[src/rtl/u8u16_pkg.sv]
`default_nettype none
package u8u16_pkg;

   // byte classes and limits
   localparam logic [7:0] ASCII_MAX    = 8'h7F;
   localparam logic [7:0] CONT_MIN     = 8'h80;
   localparam logic [7:0] CONT_MAX     = 8'hBF;
   localparam logic [7:0] LEAD2_MIN    = 8'hC2;
   localparam logic [7:0] LEAD2_MAX    = 8'hDF;
   localparam logic [7:0] LEAD3_MIN    = 8'hE0;
   localparam logic [7:0] LEAD3_MAX    = 8'hEF;
   localparam logic [7:0] LEAD4_MIN    = 8'hF0;
   localparam logic [7:0] LEAD4_MAX    = 8'hF4;
   localparam logic [7:0] LEAD_E0      = 8'hE0;
   localparam logic [7:0] LEAD_ED      = 8'hED;
   localparam logic [7:0] LEAD_F0      = 8'hF0;
   localparam logic [7:0] LEAD_F4      = 8'hF4;
   localparam logic [7:0] CONT_MIN_E0  = 8'hA0;
   localparam logic [7:0] CONT_MAX_ED  = 8'h9F;
   localparam logic [7:0] CONT_MIN_F0  = 8'h90;
   localparam logic [7:0] CONT_MAX_F4  = 8'h8F;

   localparam logic [20:0] SUPP_BASE   = 21'h10000;
   localparam logic [5:0]  HI_SURR_TOP = 6'b110110;   // D800 >> 10
   localparam logic [5:0]  LO_SURR_TOP = 6'b110111;   // DC00 >> 10

   localparam int          QUEUE_DEPTH = 2;
   localparam int          QPTR_W      = $clog2(QUEUE_DEPTH);

   // what closes a job after its invalid results
   typedef enum logic [1:0] {
      TAIL_NONE    = 2'd0,
      TAIL_SINGLE  = 2'd1,
      TAIL_PAIR    = 2'd2,
      TAIL_INVALID = 2'd3
   } tail_type;

   // one decoded byte, as handed from front to back
   typedef struct packed {
      logic [1:0]  inv_count;
      tail_type    tail;
      logic [20:0] scalar;
   } job_type;

   typedef struct packed {
      logic full;
      logic empty;
   } q_status_type;

endpackage
`default_nettype wire

[src/rtl/u8u16_front.sv]
`default_nettype none
module u8u16_front
   import u8u16_pkg::*;
(
   input  wire logic       clock,
   input  wire logic       reset,
   input  wire logic       accept,
   input  wire logic [7:0] byte_in,
   output      logic       push,
   output      job_type    job
);

   logic [20:0] partial_ff, partial_in;
   logic [1:0]  expected_ff, expected_in;
   logic [1:0]  held_ff, held_in;
   logic [7:0]  lead_ff, lead_in;

   always_comb begin
      logic [7:0]  lo;
      logic [7:0]  hi;
      logic        cont_ok;
      logic [20:0] shifted;

      lo = CONT_MIN;
      hi = CONT_MAX;
      if (held_ff == 2'd1) begin
         unique case (lead_ff)
            LEAD_E0: lo = CONT_MIN_E0;
            LEAD_ED: hi = CONT_MAX_ED;
            LEAD_F0: lo = CONT_MIN_F0;
            LEAD_F4: hi = CONT_MAX_F4;
            default: ;
         endcase
      end
      cont_ok = (byte_in >= lo) && (byte_in <= hi);
      shifted = {partial_ff[14:0], byte_in[5:0]};

      partial_in     = partial_ff;
      expected_in    = expected_ff;
      held_in        = held_ff;
      lead_in        = lead_ff;
      job.inv_count  = 2'd0;
      job.tail       = TAIL_NONE;
      job.scalar     = '0;

      if (expected_ff != 2'd0 && cont_ok) begin
         if (expected_ff == 2'd1) begin
            job.scalar     = shifted;
            job.tail       = (shifted < SUPP_BASE) ? TAIL_SINGLE : TAIL_PAIR;
            partial_in     = '0;
            expected_in    = 2'd0;
            held_in        = 2'd0;
            lead_in        = '0;
         end else begin
            partial_in  = shifted;
            expected_in = expected_ff - 2'd1;
            held_in     = held_ff + 2'd1;
         end
      end else begin
         // no open sequence, or a broken one: flush what is held, then decode byte afresh
         if (expected_ff != 2'd0) job.inv_count = held_ff;
         partial_in  = '0;
         expected_in = 2'd0;
         held_in     = 2'd0;
         lead_in     = '0;
         priority if (byte_in <= ASCII_MAX) begin
            job.tail       = TAIL_SINGLE;
            job.scalar     = {13'd0, byte_in};
         end else if (byte_in >= LEAD2_MIN && byte_in <= LEAD2_MAX) begin
            partial_in  = {16'd0, byte_in[4:0]};
            expected_in = 2'd1;
            held_in     = 2'd1;
            lead_in     = byte_in;
         end else if (byte_in >= LEAD3_MIN && byte_in <= LEAD3_MAX) begin
            partial_in  = {17'd0, byte_in[3:0]};
            expected_in = 2'd2;
            held_in     = 2'd1;
            lead_in     = byte_in;
         end else if (byte_in >= LEAD4_MIN && byte_in <= LEAD4_MAX) begin
            partial_in  = {18'd0, byte_in[2:0]};
            expected_in = 2'd3;
            held_in     = 2'd1;
            lead_in     = byte_in;
         end else begin
            job.tail = TAIL_INVALID;
         end
      end
   end

   assign push = accept && ((job.inv_count != 2'd0) || (job.tail != TAIL_NONE));

   always_ff @(posedge clock) begin
      if (reset) begin
         partial_ff  <= '0;
         expected_ff <= 2'd0;
         held_ff     <= 2'd0;
         lead_ff     <= '0;
      end else if (accept) begin
         partial_ff  <= partial_in;
         expected_ff <= expected_in;
         held_ff     <= held_in;
         lead_ff     <= lead_in;
      end
   end

endmodule
`default_nettype wire

[src/rtl/u8u16_queue.sv]
`default_nettype none
module u8u16_queue
   import u8u16_pkg::*;
(
   input  wire logic    clock,
   input  wire logic    reset,
   input  wire logic    push,
   input  wire job_type push_job,
   input  wire logic    pop,
   output      job_type head,
   output q_status_type status
);

   localparam logic [QPTR_W:0] DEPTH_CNT = (QPTR_W+1)'(QUEUE_DEPTH);

   job_type           slot_ff [QUEUE_DEPTH];
   logic [QPTR_W-1:0] wr_ptr_ff, wr_ptr_in;
   logic [QPTR_W-1:0] rd_ptr_ff, rd_ptr_in;
   logic [QPTR_W:0]   count_ff, count_in;
   logic              do_push, do_pop;

   assign status.full  = (count_ff == DEPTH_CNT);
   assign status.empty = (count_ff == '0);
   assign do_push      = push && !status.full;
   assign do_pop       = pop && !status.empty;
   assign head         = slot_ff[rd_ptr_ff];

   function automatic logic [QPTR_W-1:0] next_ptr(input logic [QPTR_W-1:0] p);
      next_ptr = (p == QPTR_W'(QUEUE_DEPTH - 1)) ? '0 : p + QPTR_W'(1);
   endfunction

   always_comb begin
      wr_ptr_in = do_push ? next_ptr(wr_ptr_ff) : wr_ptr_ff;
      rd_ptr_in = do_pop  ? next_ptr(rd_ptr_ff) : rd_ptr_ff;
      count_in  = count_ff;
      if (do_push && !do_pop) count_in = count_ff + (QPTR_W+1)'(1);
      if (do_pop && !do_push) count_in = count_ff - (QPTR_W+1)'(1);
   end

   always_ff @(posedge clock) begin
      if (do_push) slot_ff[wr_ptr_ff] <= push_job;
   end

   always_ff @(posedge clock) begin
      if (reset) begin
         wr_ptr_ff <= '0;
         rd_ptr_ff <= '0;
         count_ff  <= '0;
      end else begin
         wr_ptr_ff <= wr_ptr_in;
         rd_ptr_ff <= rd_ptr_in;
         count_ff  <= count_in;
      end
   end

endmodule
`default_nettype wire

[src/rtl/u8u16_back.sv]
`default_nettype none
module u8u16_back
   import u8u16_pkg::*;
(
   input  wire logic         clock,
   input  wire logic         reset,
   input  wire job_type      head,
   input  wire q_status_type q_status,
   output      logic         pop,
   output      logic         rsp_valid,
   input  wire logic         rsp_stall,
   output      logic [15:0]  rsp_unit_out,
   output      logic [20:0]  rsp_code_point_out,
   output      logic         rsp_status,
   output      logic         rsp_last_unit
);

   logic        cur_valid_ff, cur_valid_in;
   job_type     cur_ff;
   logic [1:0]  inv_left_ff, inv_left_in;
   logic        low_half_ff, low_half_in;

   logic        out_valid_ff, out_valid_in;
   logic [15:0] out_unit_ff, out_unit_in;
   logic [20:0] out_cp_ff, out_cp_in;
   logic        out_status_ff, out_status_in;
   logic        out_last_ff, out_last_in;

   logic        advance, emit, last;
   logic [19:0] supp_off;

   assign advance  = !out_valid_ff || !rsp_stall;
   assign emit     = cur_valid_ff && advance;
   assign supp_off = 20'(cur_ff.scalar - SUPP_BASE);

   always_comb begin
      out_unit_in   = '0;
      out_cp_in     = '0;
      out_status_in = 1'b1;
      last          = 1'b0;
      if (inv_left_ff != 2'd0) begin
         last = (inv_left_ff == 2'd1) && (cur_ff.tail == TAIL_NONE);
      end else begin
         unique case (cur_ff.tail)
            TAIL_SINGLE: begin
               out_unit_in   = cur_ff.scalar[15:0];
               out_cp_in     = cur_ff.scalar;
               out_status_in = 1'b0;
               last          = 1'b1;
            end
            TAIL_PAIR: begin
               out_unit_in   = low_half_ff ? {LO_SURR_TOP, supp_off[9:0]}
                                           : {HI_SURR_TOP, supp_off[19:10]};
               out_cp_in     = cur_ff.scalar;
               out_status_in = 1'b0;
               last          = low_half_ff;
            end
            TAIL_INVALID: last = 1'b1;
            default:      last = 1'b1;
         endcase
      end
      out_last_in = last;
   end

   assign pop = !q_status.empty && (!cur_valid_ff || (emit && last));

   always_comb begin
      cur_valid_in = cur_valid_ff;
      inv_left_in  = inv_left_ff;
      low_half_in  = low_half_ff;
      if (emit) begin
         if (inv_left_ff != 2'd0) inv_left_in = inv_left_ff - 2'd1;
         else if (cur_ff.tail == TAIL_PAIR) low_half_in = 1'b1;
         if (last) cur_valid_in = 1'b0;
      end
      if (pop) begin
         cur_valid_in = 1'b1;
         inv_left_in  = head.inv_count;
         low_half_in  = 1'b0;
      end
      out_valid_in = advance ? cur_valid_ff : out_valid_ff;
   end

   always_ff @(posedge clock) begin
      if (pop) cur_ff <= head;
      if (emit) begin
         out_unit_ff   <= out_unit_in;
         out_cp_ff     <= out_cp_in;
         out_status_ff <= out_status_in;
         out_last_ff   <= out_last_in;
      end
   end

   always_ff @(posedge clock) begin
      if (reset) begin
         cur_valid_ff <= 1'b0;
         inv_left_ff  <= 2'd0;
         low_half_ff  <= 1'b0;
         out_valid_ff <= 1'b0;
      end else begin
         cur_valid_ff <= cur_valid_in;
         inv_left_ff  <= inv_left_in;
         low_half_ff  <= low_half_in;
         out_valid_ff <= out_valid_in;
      end
   end

   assign rsp_valid          = out_valid_ff;
   assign rsp_unit_out       = out_unit_ff;
   assign rsp_code_point_out = out_cp_ff;
   assign rsp_status         = out_status_ff;
   assign rsp_last_unit      = out_last_ff;

endmodule
`default_nettype wire

[src/rtl/utf8_to_utf16_transcoder.sv]
// Path: request -> job queue -> current job -> output register -> rsp.
// Throughput: a request per cycle unless req_stall, a result per cycle unless
//   rsp_stall; a request with n results (up to four) holds the result unit till
//   all are out; the two-entry job queue absorbs this before req_stall rises.
// Reset: synchronous, active high; decoder goes idle, queue and output empty.
`default_nettype none
module utf8_to_utf16_transcoder
   import u8u16_pkg::*;
(
   input  wire logic        clock,
   input  wire logic        reset,
   input  wire logic        req_valid,
   output      logic        req_stall,
   input  wire logic [7:0]  req_byte_in,
   output      logic        rsp_valid,
   input  wire logic        rsp_stall,
   output      logic [15:0] rsp_unit_out,
   output      logic [20:0] rsp_code_point_out,
   output      logic        rsp_status,
   output      logic        rsp_last_unit
);

   // Front: per-byte UTF-8 decode and validation. Each accepted request is
   // reduced to a job: how many held bytes are flushed as invalid, plus what
   // the byte itself closes with (a BMP unit, a surrogate pair, an invalid
   // result, or nothing when it opens or extends a sequence).
   logic         accept;
   logic         push;
   job_type      job;

   // Queue between the two halves; only full blocks the request side.
   job_type      head;
   q_status_type q_status;
   logic         pop;

   assign req_stall = q_status.full;
   assign accept    = req_valid && !req_stall;

   u8u16_front u_front (
      .clock   (clock),
      .reset   (reset),
      .accept  (accept),
      .byte_in (req_byte_in),
      .push    (push),
      .job     (job)
   );

   u8u16_queue u_queue (
      .clock    (clock),
      .reset    (reset),
      .push     (push),
      .push_job (job),
      .pop      (pop),
      .head     (head),
      .status   (q_status)
   );

   // Back: expands one job into its results, one per cycle unless rsp_stall,
   // into the output register. last_unit marks the final result of each request.
   u8u16_back u_back (
      .clock              (clock),
      .reset              (reset),
      .head               (head),
      .q_status           (q_status),
      .pop                (pop),
      .rsp_valid          (rsp_valid),
      .rsp_stall          (rsp_stall),
      .rsp_unit_out       (rsp_unit_out),
      .rsp_code_point_out (rsp_code_point_out),
      .rsp_status         (rsp_status),
      .rsp_last_unit      (rsp_last_unit)
   );

endmodule
`default_nettype wire
[config.mk]
export PLATFORM = sky130hd
export DESIGN_NAME = utf8_to_utf16_transcoder
export DESIGN_NICKNAME = d
export VERILOG_FILES = /design/src/rtl/u8u16_pkg.sv /design/src/rtl/u8u16_front.sv /design/src/rtl/u8u16_queue.sv /design/src/rtl/u8u16_back.sv /design/src/rtl/utf8_to_utf16_transcoder.sv
export SDC_FILE = /design/constraint.sdc
export NUM_CORES = 1
export LEC_CHECK = 0
export BUFFER_PORTS_ARGS = -buffer_cell sky130_fd_sc_hd__clkbuf_2
export CORE_ASPECT_RATIO = 1.75
export CORE_MARGIN = 5
export CORE_UTILIZATION = 59
export DETAILED_ROUTE_END_ITERATION = 16
export PLACE_DENSITY_LB_ADDON = 0.15
export SLEW_MARGIN = 20
export SYNTH_ARGS = -nofsm -noshare
export SYNTH_HDL_FRONTEND = slang
export SYNTH_SLANG_ARGS = --single-unit
[constraint.sdc]
create_clock -name clock -period 7 [get_ports clock]
set_input_delay 2.1 -clock clock [delete_from_list [all_inputs] [get_ports clock]]
set_output_delay 2.1 -clock clock [all_outputs]
set_load 0.005 [all_outputs]
==> impl_metrics.py, run 1 <==
metrics = {
    "sta": {
        "fin_tns_setup_ps": 0,
        "min_period_over_period": 0.638,
        "worstMarginPinSlew_ps": 1040,
        "fmax_mhz": 224,
        "final_max_slew_viol_count": 0,
        "setup_violations": 0,
        "grt_setup_unrepaired": "no",
        "worst_slack_ps": 2530,
        "fin_skew_ps": 4.96,
        "timing_hold_violations_final": 0,
        "final.min_clock_period_ps": 4470,
        "worst_slew_margin_rel": 0.303,
    },
    "clocking": {
        "cts_repair_resize_count": 0,
        "cts.repair_timing.setup_buffer_count": 0,
        "numClockSinks": 149,
        "postCtsHoldBufs": 0,
        "cts_root_buffer": "clkbuf_16",
        "cts-buffers-inserted": 17,
        "clk_pin_slew_ps": 60,
        "h-tree-depth": 4,
        "clkLatencyLatePin_ps": 410,
        "clockBufferDepth": 2,
        "tritoncts": "built",
    },
    "synthesis": {
        "synth.largest_area_cell": "edfxtp_1",
        "synth-edff-count": 112,
        "synth.net_count": 531,
        "yosys-top-cells-area": "edfxtp_1 53%, dfxtp_1 12%, mux2_2 5.3%",
        "post_synth.cell_area_avg_um2": 12.6,
        "yosys_register_bits": 149,
        "synth.top_cell.area_share": 0.530,
        "asyncSetResetFlopFracSynth": 0,
        "synth_ff_type": "edfxtp_1",
        "synthDistinctLibCells": 49,
        "synth_warnings": 0,
        "synthesis.area_um2": 6350,
        "synthesis.instances": 505,
        "proportion_of_synthesized_chip_area_in_sequential_cells": 0.646,
    },
    "power_and_ir_drop": {
        "net-switching-power_w": 0.000838,
        "clock_power_share": 0.305,
        "power.density_cell_area_nw_per_um2": 406,
        "swShare": 0.282,
        "combPwrFrac": 0.236,
        "vdd.ir_drop.worst_uv": 228,
        "power.static_leakage_nw": 2.70,
        "p_int_w": 0.00213,
        "sequentialPowerShare": 0.459,
    },
    "detailed_routing": {
        "detailedRoute.firstIterationViolations": 244,
        "dr.pass1.iters": 5,
        "detail_route.wl_per_cell_um": 17.1,
        "drc_violation_count_after_routing": 0,
        "wl_mm": 11.9,
        "route.detailed.vias_per_inst": 5.73,
        "drtAntennaViolNets": 0,
        "route.vias.total": 3979,
    },
    "layout": {
        "drive_above_1_share": 0.225,
        "diodes": 0,
        "synth_to_final_area_change_pct": 15.1,
        "layout.nets": 578,
        "layout_common_cells": "112 x edfxtp_1, 52 x clkbuf_2, 37 x a21oi_1",
        "post-route-util": 0.687,
        "layout.cells.most_common": "edfxtp_1",
        "fin_cells": 694,
        "final.fill_count": 781,
    },
    "global_route": {
        "grt_first_pass_wirelength_mm": 19.3,
        "antenna_found_initial": 0,
        "grt_overflow": 0,
        "via_count_of_the_first_global_routing_pass": 3974,
        "largest_net_degree_at_the_start_of_global_routing": 42,
        "grt_usage": 0.194,
    },
    "hold_path": {
        "min_path_type": "flop to flop",
    },
    "die": {
        "num_rows": 50,
        "io_pins": 53,
        "die-height_um": 147,
        "floorplan.initialDensity": 0.597,
        "area_enclosed_by_the_die_boundary_um2": 13000,
        "chipWidth_um": 88.4,
        "fp.coreArea_um2": 10600,
    },
    "setup_path": {
        "crit_fanout": 9,
        "cp.required_ps": 7330,
        "start_kind": "input pin",
        "critPathKind": "input pin to flop",
        "critPathCaptureType": "flop",
        "worst-endpoint-arrival_ps": 4790,
    },
    "run_status": {
        "outcome": "finished clean",
    },
    "placed_design": {
        "dp.cells": 663,
        "routabilityCongestion": 0.833,
        "detailedPlace.worstSlack_ps": 2120,
        "portBuffers": 52,
        "dpl.hpwl_mm": 8.50,
    },
    "flow_run": {
        "max-cap-violations": 0,
    },
}
-- power groups by stage --
stage                     clock (W)  sequential [W]  combinational, W
final                      0.000906         0.00136          0.000701
after global placement            0         0.00136          0.000676
after CTS                  0.000921         0.00136          0.000711
after global routing       0.000965         0.00138          0.000783
after floorplan                   0         0.00135          0.000500
after detailed placement          0         0.00138          0.000703
-- through the flow --
| stage | area [um2] | power (W) | hold WS [ps] |
|---|---|---|---|
| finish | 7310 | 0.00297 | 459 |
| global placement | 6710 | 0.00204 | 442 |
| detailed placement | 6710 | 0.00208 | 453 |
| CTS | 7300 | 0.00299 | 462 |
| global route | 7310 | 0.00313 | 474 |
| floorplan | 6350 | 0.00185 | 427 |
-- layout make-up --
class | instances | area (um2) | area share
multi-input cells | 307 | 2070 | 0.283
well taps | 130 | 163 | 0.0223
clock inverters | 11 | 159 | 0.0218
flip-flops and latches | 149 | 4110 | 0.562
repair buffers | 58 | 305 | 0.0418
inverters | 19 | 71.3 | 0.00976
clock buffers | 20 | 437 | 0.0598
-- worst paths after layout --
kind	start	endpoint	slack (ps)	cells after the start
hold / removal	u_front.partial_ff[9]	u_front.partial_ff[9]	460	2
hold reg to reg	u_front.partial_ff[9]	u_front.partial_ff[9]	460	2
setup reg to reg	u_front.held_ff[1]	u_queue.count_ff[1]	3310	14
setup / recovery	req_byte_in[5]	u_queue.count_ff[1]	2530	10
-- layer usage --
layer / vias up / wire (um) / global-route usage
met3: 23 / 483 / 0.0393
met5: - / 0 / 0
met4: 0 / 375 / 0.106
met1: 1890 / 4230 / 0.196
met2: 104 / 6770 / 0.357
li1: 1962 / - / -
-- registers in the layout, summed over array words and instances, names as in the netlist, named ones only --
register,count
u_back.rsp_valid,1
u_back.low_half_ff,1
u_back.cur_ff,23
u_back.cur_valid_ff,1
u_back.rsp_code_point_out,21
u_queue.rd_ptr_ff,1
u_back.rsp_last_unit,1
u_queue.count_ff,2
u_queue.slot_ff,50
u_front.partial_ff,15
u_queue.wr_ptr_ff,1
u_front.lead_ff,8
u_front.held_ff,2
u_back.rsp_status,1
u_back.inv_left_ff,2
u_front.expected_ff,2
u_back.rsp_unit_out,16
-- worst max-delay path, cell delays in order --
cell and delay [ps]:
clkbuf_2 160, ha_1 350, nor2b_1 150, nor3_2 340, a2111o_1 410, nand2_1 160
or2_1 290, ha_1 310, or3_1 380, a21oi_1 140
-- cell usage after synthesis, types with 2 or more instances --
cell type / number
ha_1: 14
a21o_1: 2
mux2_2: 30
nand4_1: 8
buf_1: 2
o21ai_0: 14
nor4_1: 2
a2111o_1: 2
or2_2: 3
nand2b_1: 3
edfxtp_1: 112
or4_1: 2
clkbuf_1: 23
mux2i_1: 4
o22a_1: 2
a22oi_1: 11
or3_1: 4
dfxtp_1: 37
and2_1: 24
o211ai_1: 4
a21oi_1: 37
and3_1: 19
nor2_1: 28
buf_6: 2
nand2_1: 31
nor3_1: 9
o21ai_1: 5
nand3_1: 16
buf_2: 3
xnor2_1: 4
inv_1: 19
a211oi_1: 8
nor2b_1: 5
-- kinds of logic (layout without fill, tap and decap cells) --
group	Yosys count	after routing	share of synthesized area
mux	34	34	0.0595
xor+xnor	5	5	0.00690
fa+ha+maj	14	14	0.0276
simple gates	159	159	0.131
buf+inv	49	108	0.0319
flops	149	149	0.646
compound gates	95	95	0.0964
No activity file was read; power rests on OpenSTA's default activity.
==> run 2, diff against run 1 <==
Settings changed: CORE_UTILIZATION 59 to 54.
Clock period 7 ns to 3.96 ns, I/O delays scaled along.
==> run 2 against run 1 <==
  * Cell count rose by 1.7%
  * Via count rose by 0.38%
  * Sequential power up 76%
  * Die area grew 8.4%
  * Worst setup slack got worse by 2100 ps
  * Critical path type is now flop to flop
  * Critical endpoint unchanged
  * Largest power group unchanged
==> impl_metrics.py, run 2 (synthesis results as in run 1) <==
metrics = {
    "placed_design": {
        "dpl.hpwl_mm": 8.71,
        "detailedPlace.worstSlack_ps": 181,
        "portBuffers": 52,
        "routabilityCongestion": 0.841,
    },
    "setup_path": {
        "timing.critical_path.buf_inv": 1,
        "cp.required_ps": 4280,
        "worst_path_dominant_cell_family": "compound AO/OA/AOI/OAI gates",
        "crit_fanout": 5,
        "critPathKind": "flop to flop",
        "worst-endpoint-arrival_ps": 3880,
        "critPathCaptureType": "flop",
        "critical-path-max-stage-delay_ps": 370,
        "start_kind": "flop",
        "timing.critical_path.cells": "inv_1 -> ha_1 -> nand3_1 -> nor3_1 -> ha_1 -> a21o_1 -> o22a_1 -> a2111o_1 -> a21oi_1 -> or2_1 -> ha_1 -> or3_1 -> a21oi_1",
        "critPathMostFrequentCell": "ha_1",
        "critical_path.slowest_cell": "or3_1",
        "regToRegSetupSlack_ps": 400,
    },
    "die": {
        "fp.coreArea_um2": 11600,
        "floorplan.initialDensity": 0.548,
        "num_rows": 52,
        "die-height_um": 153,
        "area_enclosed_by_the_die_boundary_um2": 14100,
        "io_pins": 53,
        "chipWidth_um": 92.0,
    },
    "sta": {
        "fin_skew_ps": 13.2,
        "min_period_over_period": 0.900,
        "worst_slack_ps": 395,
        "worstMarginPinSlew_ps": 846,
        "grt_setup_unrepaired": "no",
        "setup_violations": 0,
        "final.min_clock_period_ps": 3560,
        "fmax_mhz": 281,
        "timing_hold_violations_final": 0,
        "final_max_slew_viol_count": 0,
        "worst_slew_margin_rel": 0.436,
    },
    "clocking": {
        "tritoncts": "built",
        "numClockSinks": 149,
        "cts.repair_timing.setup_buffer_count": 0,
        "clkLatencyLatePin_ps": 410,
        "cts_repair_resize_count": 0,
        "clockBufferDepth": 2,
        "h-tree-depth": 4,
        "postCtsHoldBufs": 0,
        "cts_root_buffer": "clkbuf_16",
        "cts-buffers-inserted": 17,
        "clk_pin_slew_ps": 60,
    },
    "power_and_ir_drop": {
        "net-switching-power_w": 0.00151,
        "combPwrFrac": 0.239,
        "sequentialPowerShare": 0.459,
        "power.static_leakage_nw": 2.73,
        "power.density_cell_area_nw_per_um2": 710,
        "swShare": 0.288,
        "clock_power_share": 0.302,
        "vdd.ir_drop.worst_uv": 317,
        "p_int_w": 0.00372,
    },
    "global_route": {
        "grt_first_pass_wirelength_mm": 20.0,
        "grt_overflow": 0,
        "grt_usage": 0.183,
        "antenna_found_initial": 0,
        "via_count_of_the_first_global_routing_pass": 4015,
        "largest_net_degree_at_the_start_of_global_routing": 41,
    },
    "layout": {
        "drive_above_1_share": 0.236,
        "final.fill_count": 924,
        "layout.nets": 584,
        "layout.cells.most_common": "edfxtp_1",
        "top_register": "u_queue.slot_ff",
        "diodes": 0,
        "largest_register_ffs": 50,
        "layout_common_cells": "112 x edfxtp_1, 52 x clkbuf_2, 37 x a21oi_1",
        "synth_to_final_area_change_pct": 16.0,
        "post-route-util": 0.636,
    },
    "detailed_routing": {
        "drc_violation_count_after_routing": 0,
        "detail_route.wl_per_cell_um": 17.1,
        "dr.pass1.iters": 5,
        "route.detailed.vias_per_inst": 5.66,
        "detailedRoute.firstIterationViolations": 183,
        "wl_mm": 12.1,
        "drtAntennaViolNets": 0,
        "route.vias.total": 3994,
    },
    "flow_run": {
        "max-cap-violations": 0,
    },
    "run_status": {
        "outcome": "finished clean",
    },
    "hold_path": {
        "min_path_type": "flop to flop",
    },
}
run 2: through the flow:
step | cell area (um2) | TNS [ps] | std cells | hold WS, ps | total power, W
6_report | 7360 | 0 | 706 | 448 | 0.00523
5_1_grt | 7360 | 0 | 706 | 490 | 0.00553
4_1_cts | 7360 | 0 | 706 | 450 | 0.00529
3_5_place_dp | 6770 | 0 | 674 | 443 | 0.00370
3_3_place_gp | 6770 | 0 | 674 | 441 | 0.00365
2_1_floorplan | 6360 | -51.7 | 505 | 427 | 0.00326
run 2: tightest hold or removal path, stage by stage, from the launching register on:
cell	delay [ps]
dfxtp_1	310
nand2_1	50
a21oi_1	50
run 2: routing by layer:
layer,up-vias,track usage,share of wire
met2,106,0.332,0.55
met1,1891,0.188,0.37
met5,-,0,0
met4,0,0.113,0.045
li1,1966,-,-
met3,31,0.0359,0.032
run 2: worst paths after layout:
check                                      startpoint               endpoint  cells after the start
worst min-delay path            u_front.partial_ff[9]  u_front.partial_ff[9]                      2
worst max-delay path               u_front.held_ff[1]    u_queue.count_ff[1]                     13
worst min register to register  u_front.partial_ff[9]  u_front.partial_ff[9]                      2
worst max register to register     u_front.held_ff[1]    u_queue.count_ff[1]                     13
run 2: layout make-up:
type,instances,area (um2),share of cell area
flip-flops and latches,149,4110,0.557
well taps,135,169,0.0229
clock inverters,13,158,0.0214
inverters,19,71.3,0.00968
clock buffers,19,433,0.0588
repair buffers,64,363,0.0493
multi-input cells,307,2070,0.280
run 2: power by group through the flow:
stage / clock [W] / combinational, W / sequential (W)
after floorplan: 0 / 0.000886 / 0.00237
after global placement: 0 / 0.00123 / 0.00241
after detailed placement: 0 / 0.00127 / 0.00243
after CTS: 0.00161 / 0.00127 / 0.00240
after global routing: 0.00169 / 0.00140 / 0.00244
final: 0.00158 / 0.00125 / 0.00240
==> run 3, diff against run 2 <==
Settings changed: SYNTH_HIERARCHICAL set to 1.
==> run 3 against run 2 <==
  * Hold slack better by 24 ps
  * Register-to-register slack got worse by 190 ps
  * Worst setup slack got worse by 190 ps
  * Utilization rose by 0.91 points
  * Maximum frequency shrank 5.1%
  * Combinational power is essentially flat
  * Critical path depth grew 2
  * Via count shrank 2.3%
  * Global-route usage is 1.2 points lower
  * Sequential share of layout area down 0.78 points
  * Sequential power rose by 2%
  * Non-clock buffer count is 4 higher
  * Critical endpoint is now u_queue/slot_ff[0][7]
  * Largest cell class unchanged
==> impl_metrics.py, run 3 <==
metrics = {
    "run_status": {
        "outcome": "finished clean",
    },
    "setup_path": {
        "critPathCaptureType": "flop",
        "crit_fanout": 25,
        "regToRegSetupSlack_ps": 210,
        "worst_reg2reg_startpoint": "u_front/held_ff[1]",
        "cp.required_ps": 4060,
        "worst-endpoint-arrival_ps": 3860,
        "critPathKind": "flop to flop",
        "start_kind": "flop",
        "worstReg2RegEnd": "u_queue/slot_ff[0][7]",
        "reg2reg_depth": 15,
    },
    "detailed_routing": {
        "detailedRoute.firstIterationViolations": 160,
        "drc_violation_count_after_routing": 0,
        "drtAntennaViolNets": 0,
        "route.vias.total": 3903,
        "route.detailed.vias_per_inst": 5.62,
        "wl_mm": 11.4,
        "detail_route.wl_per_cell_um": 16.4,
        "dr.pass1.iters": 4,
    },
    "power_and_ir_drop": {
        "net-switching-power_w": 0.00157,
        "sequentialPowerShare": 0.456,
        "combPwrFrac": 0.237,
        "p_int_w": 0.00379,
        "power.density_cell_area_nw_per_um2": 717,
        "vdd.ir_drop.worst_uv": 331,
        "swShare": 0.293,
        "clock_power_share": 0.307,
        "power.static_leakage_nw": 2.77,
    },
    "layout": {
        "drive_above_1_share": 0.275,
        "layout.cells.most_common": "edfxtp_1",
        "layout.nets": 573,
        "synth_to_final_area_change_pct": 16.9,
        "diodes": 0,
        "top_register": "u_queue/slot_ff",
        "largest_register_ffs": 50,
        "layout_common_cells": "112 x edfxtp_1, 52 x clkbuf_2, 36 x nand2_1, 36 x dfxtp_1, 27 x a21oi_1",
        "final.fill_count": 898,
        "post-route-util": 0.645,
    },
    "die": {
        "io_pins": 53,
        "fp.coreArea_um2": 11600,
        "area_enclosed_by_the_die_boundary_um2": 14200,
        "floorplan.initialDensity": 0.552,
        "chipWidth_um": 92.2,
        "num_rows": 52,
        "die-height_um": 154,
    },
    "synthesis": {
        "synth.largest_area_cell": "edfxtp_1",
        "post_synth.cell_area_avg_um2": 13.2,
        "yosys_register_bits": 149,
        "asyncSetResetFlopFracSynth": 0,
        "synth_warnings": 6,
        "synth.net_count": 509,
        "ys_top_cells_by_count": "112 x edfxtp_1, 37 x dfxtp_1, 36 x nand2_1, 27 x a21oi_1",
        "synthesis.area_um2": 6390,
        "synthesis.instances": 483,
        "synth.top_cell.area_share": 0.526,
        "proportion_of_synthesized_chip_area_in_sequential_cells": 0.642,
        "synth_ff_type": "edfxtp_1",
        "dominant_cell_by_count_in_the_synthesized_netlist": "edfxtp_1",
        "synth-edff-count": 112,
        "synthDistinctLibCells": 68,
        "yosys-top-cells-area": "edfxtp_1 53%, dfxtp_1 12%, ha_1 2.7%",
    },
    "global_route": {
        "grt_overflow": 0,
        "grt_usage": 0.170,
        "largest_net_degree_at_the_start_of_global_routing": 44,
        "via_count_of_the_first_global_routing_pass": 3982,
        "grt_first_pass_wirelength_mm": 19.0,
        "antenna_found_initial": 0,
    },
    "sta": {
        "worstMarginPinSlew_ps": 607,
        "setup_violations": 0,
        "min_period_over_period": 0.948,
        "worst_slew_margin_rel": 0.595,
        "worst_slack_ps": 206,
        "fin_skew_ps": 9.39,
        "fin_tns_setup_ps": 0,
        "fmax_mhz": 266,
        "timing_hold_violations_final": 0,
        "final.min_clock_period_ps": 3750,
        "final_max_slew_viol_count": 0,
    },
    "placed_design": {
        "detailedPlace.worstSlack_ps": 70.9,
        "routabilityCongestion": 0.894,
        "portBuffers": 52,
        "dpl.hpwl_mm": 8.09,
    },
    "clocking": {
        "cts-buffers-inserted": 17,
        "numClockSinks": 149,
        "h-tree-depth": 4,
        "clockBufferDepth": 2,
        "clkLatencyLatePin_ps": 410,
        "cts_root_buffer": "clkbuf_16",
        "tritoncts": "built",
        "clk_pin_slew_ps": 60,
        "postCtsHoldBufs": 0,
    },
    "hold_path": {
        "min_delay_worst_endpoint": "u_front/held_ff[1]",
        "start_point_of_the_worst_min_delay_path": "u_front/held_ff[1]",
        "min_delay_path_depth": 2,
        "min_path_type": "flop to flop",
    },
    "flow_run": {
        "max-cap-violations": 0,
    },
}
run 3: cell count changes in the layout (fill, tap and decap cells not counted), sizes merged, moves of 4 or more:
cell,delta
nand2,+5
inv,+7
buf,+4
a22o,+5
nor2,-7
nand2b,+4
a22oi,-10
nand4b,+4
mux2,-5
nand3,-4
nand4,-5
run 3: final cells by class:
type | count | area, um2 | share of cell area
clock inverter | 15 | 196 | 0.0263
tap | 135 | 169 | 0.0226
inverter | 22 | 82.6 | 0.0111
clock buffer | 17 | 425 | 0.0570
timing repair buffer | 68 | 405 | 0.0543
sequential | 149 | 4110 | 0.550
multi-input combinational | 289 | 2090 | 0.279
run 3: how the worst max path moves through the flow:
stage / start / endpoint / cells past startpoint
after CTS: u_front/held_ff[1] / u_queue/slot_ff[0][5] / 15
after global routing: u_front/held_ff[1] / u_queue/slot_ff[0][15] / 14
after floorplan: u_front/held_ff[1] / u_queue/slot_ff[0][0] / 14
after detailed placement: req_byte_in[5] / u_queue/slot_ff[0][19] / 11
after global placement: req_byte_in[5] / u_queue/slot_ff[0][17] / 11
final: u_front/held_ff[1] / u_queue/slot_ff[0][7] / 15
run 3: logic make-up (layout without fill, tap and decap cells):
| logic type | after synthesis | count (layout) | share of synthesized area |
|---|---|---|---|
| simple gates | 152 | 152 | 0.140 |
| xor+xnor | 6 | 6 | 0.00823 |
| flops | 149 | 149 | 0.642 |
| fa+ha+maj | 14 | 14 | 0.0274 |
| buf+inv | 45 | 122 | 0.0333 |
| mux | 26 | 26 | 0.0456 |
| compound gates | 91 | 91 | 0.103 |
run 3: repair_timing:
item / in CTS / in global routing
resized for setup: 0 / 3
endpoints found under the setup margin: 0 / 26
buffers inserted: 0 / 1
run 3: power groups by stage:
stage                     registers, W  logic [W]  clock network [W]
after floorplan                0.00243   0.000876                  0
after global placement         0.00245    0.00124                  0
after detailed placement       0.00247    0.00127                  0
after CTS                      0.00244    0.00128            0.00168
after global routing           0.00249    0.00141            0.00175
final                          0.00244    0.00127            0.00164
run 3: worst max-delay path: stages, from the launching register on:
cell and delay, ps:
dfxtp_1 310, inv_1 90, ha_1 180, nand2_1 70, or3_1 320, or3_1 390, ha_1 330, nor2b_2 190
nor3_4 70, a211oi_4 300, mux2i_2 280, o31a_1 200, inv_1 60, or3_1 360, inv_1 110, buf_12 190
run 3: stage by stage:
stage	hold WS, ps	cell area, um2	cells	total power [W]
floorplan	444	6390	483	0.00330
global placement	456	6830	662	0.00369
detailed placement	461	6830	662	0.00374
CTS	470	7450	694	0.00541
global route	481	7470	695	0.00565
finish	472	7470	695	0.00536
run 3: routing by layer:
metal	vias to the layer above	wire [um]	global-route usage
li1	1912	-	-
met1	1876	4290	0.182
met2	98	6430	0.316
met3	17	452	0.0401
met4	0	241	0.0716
met5	-	0	0
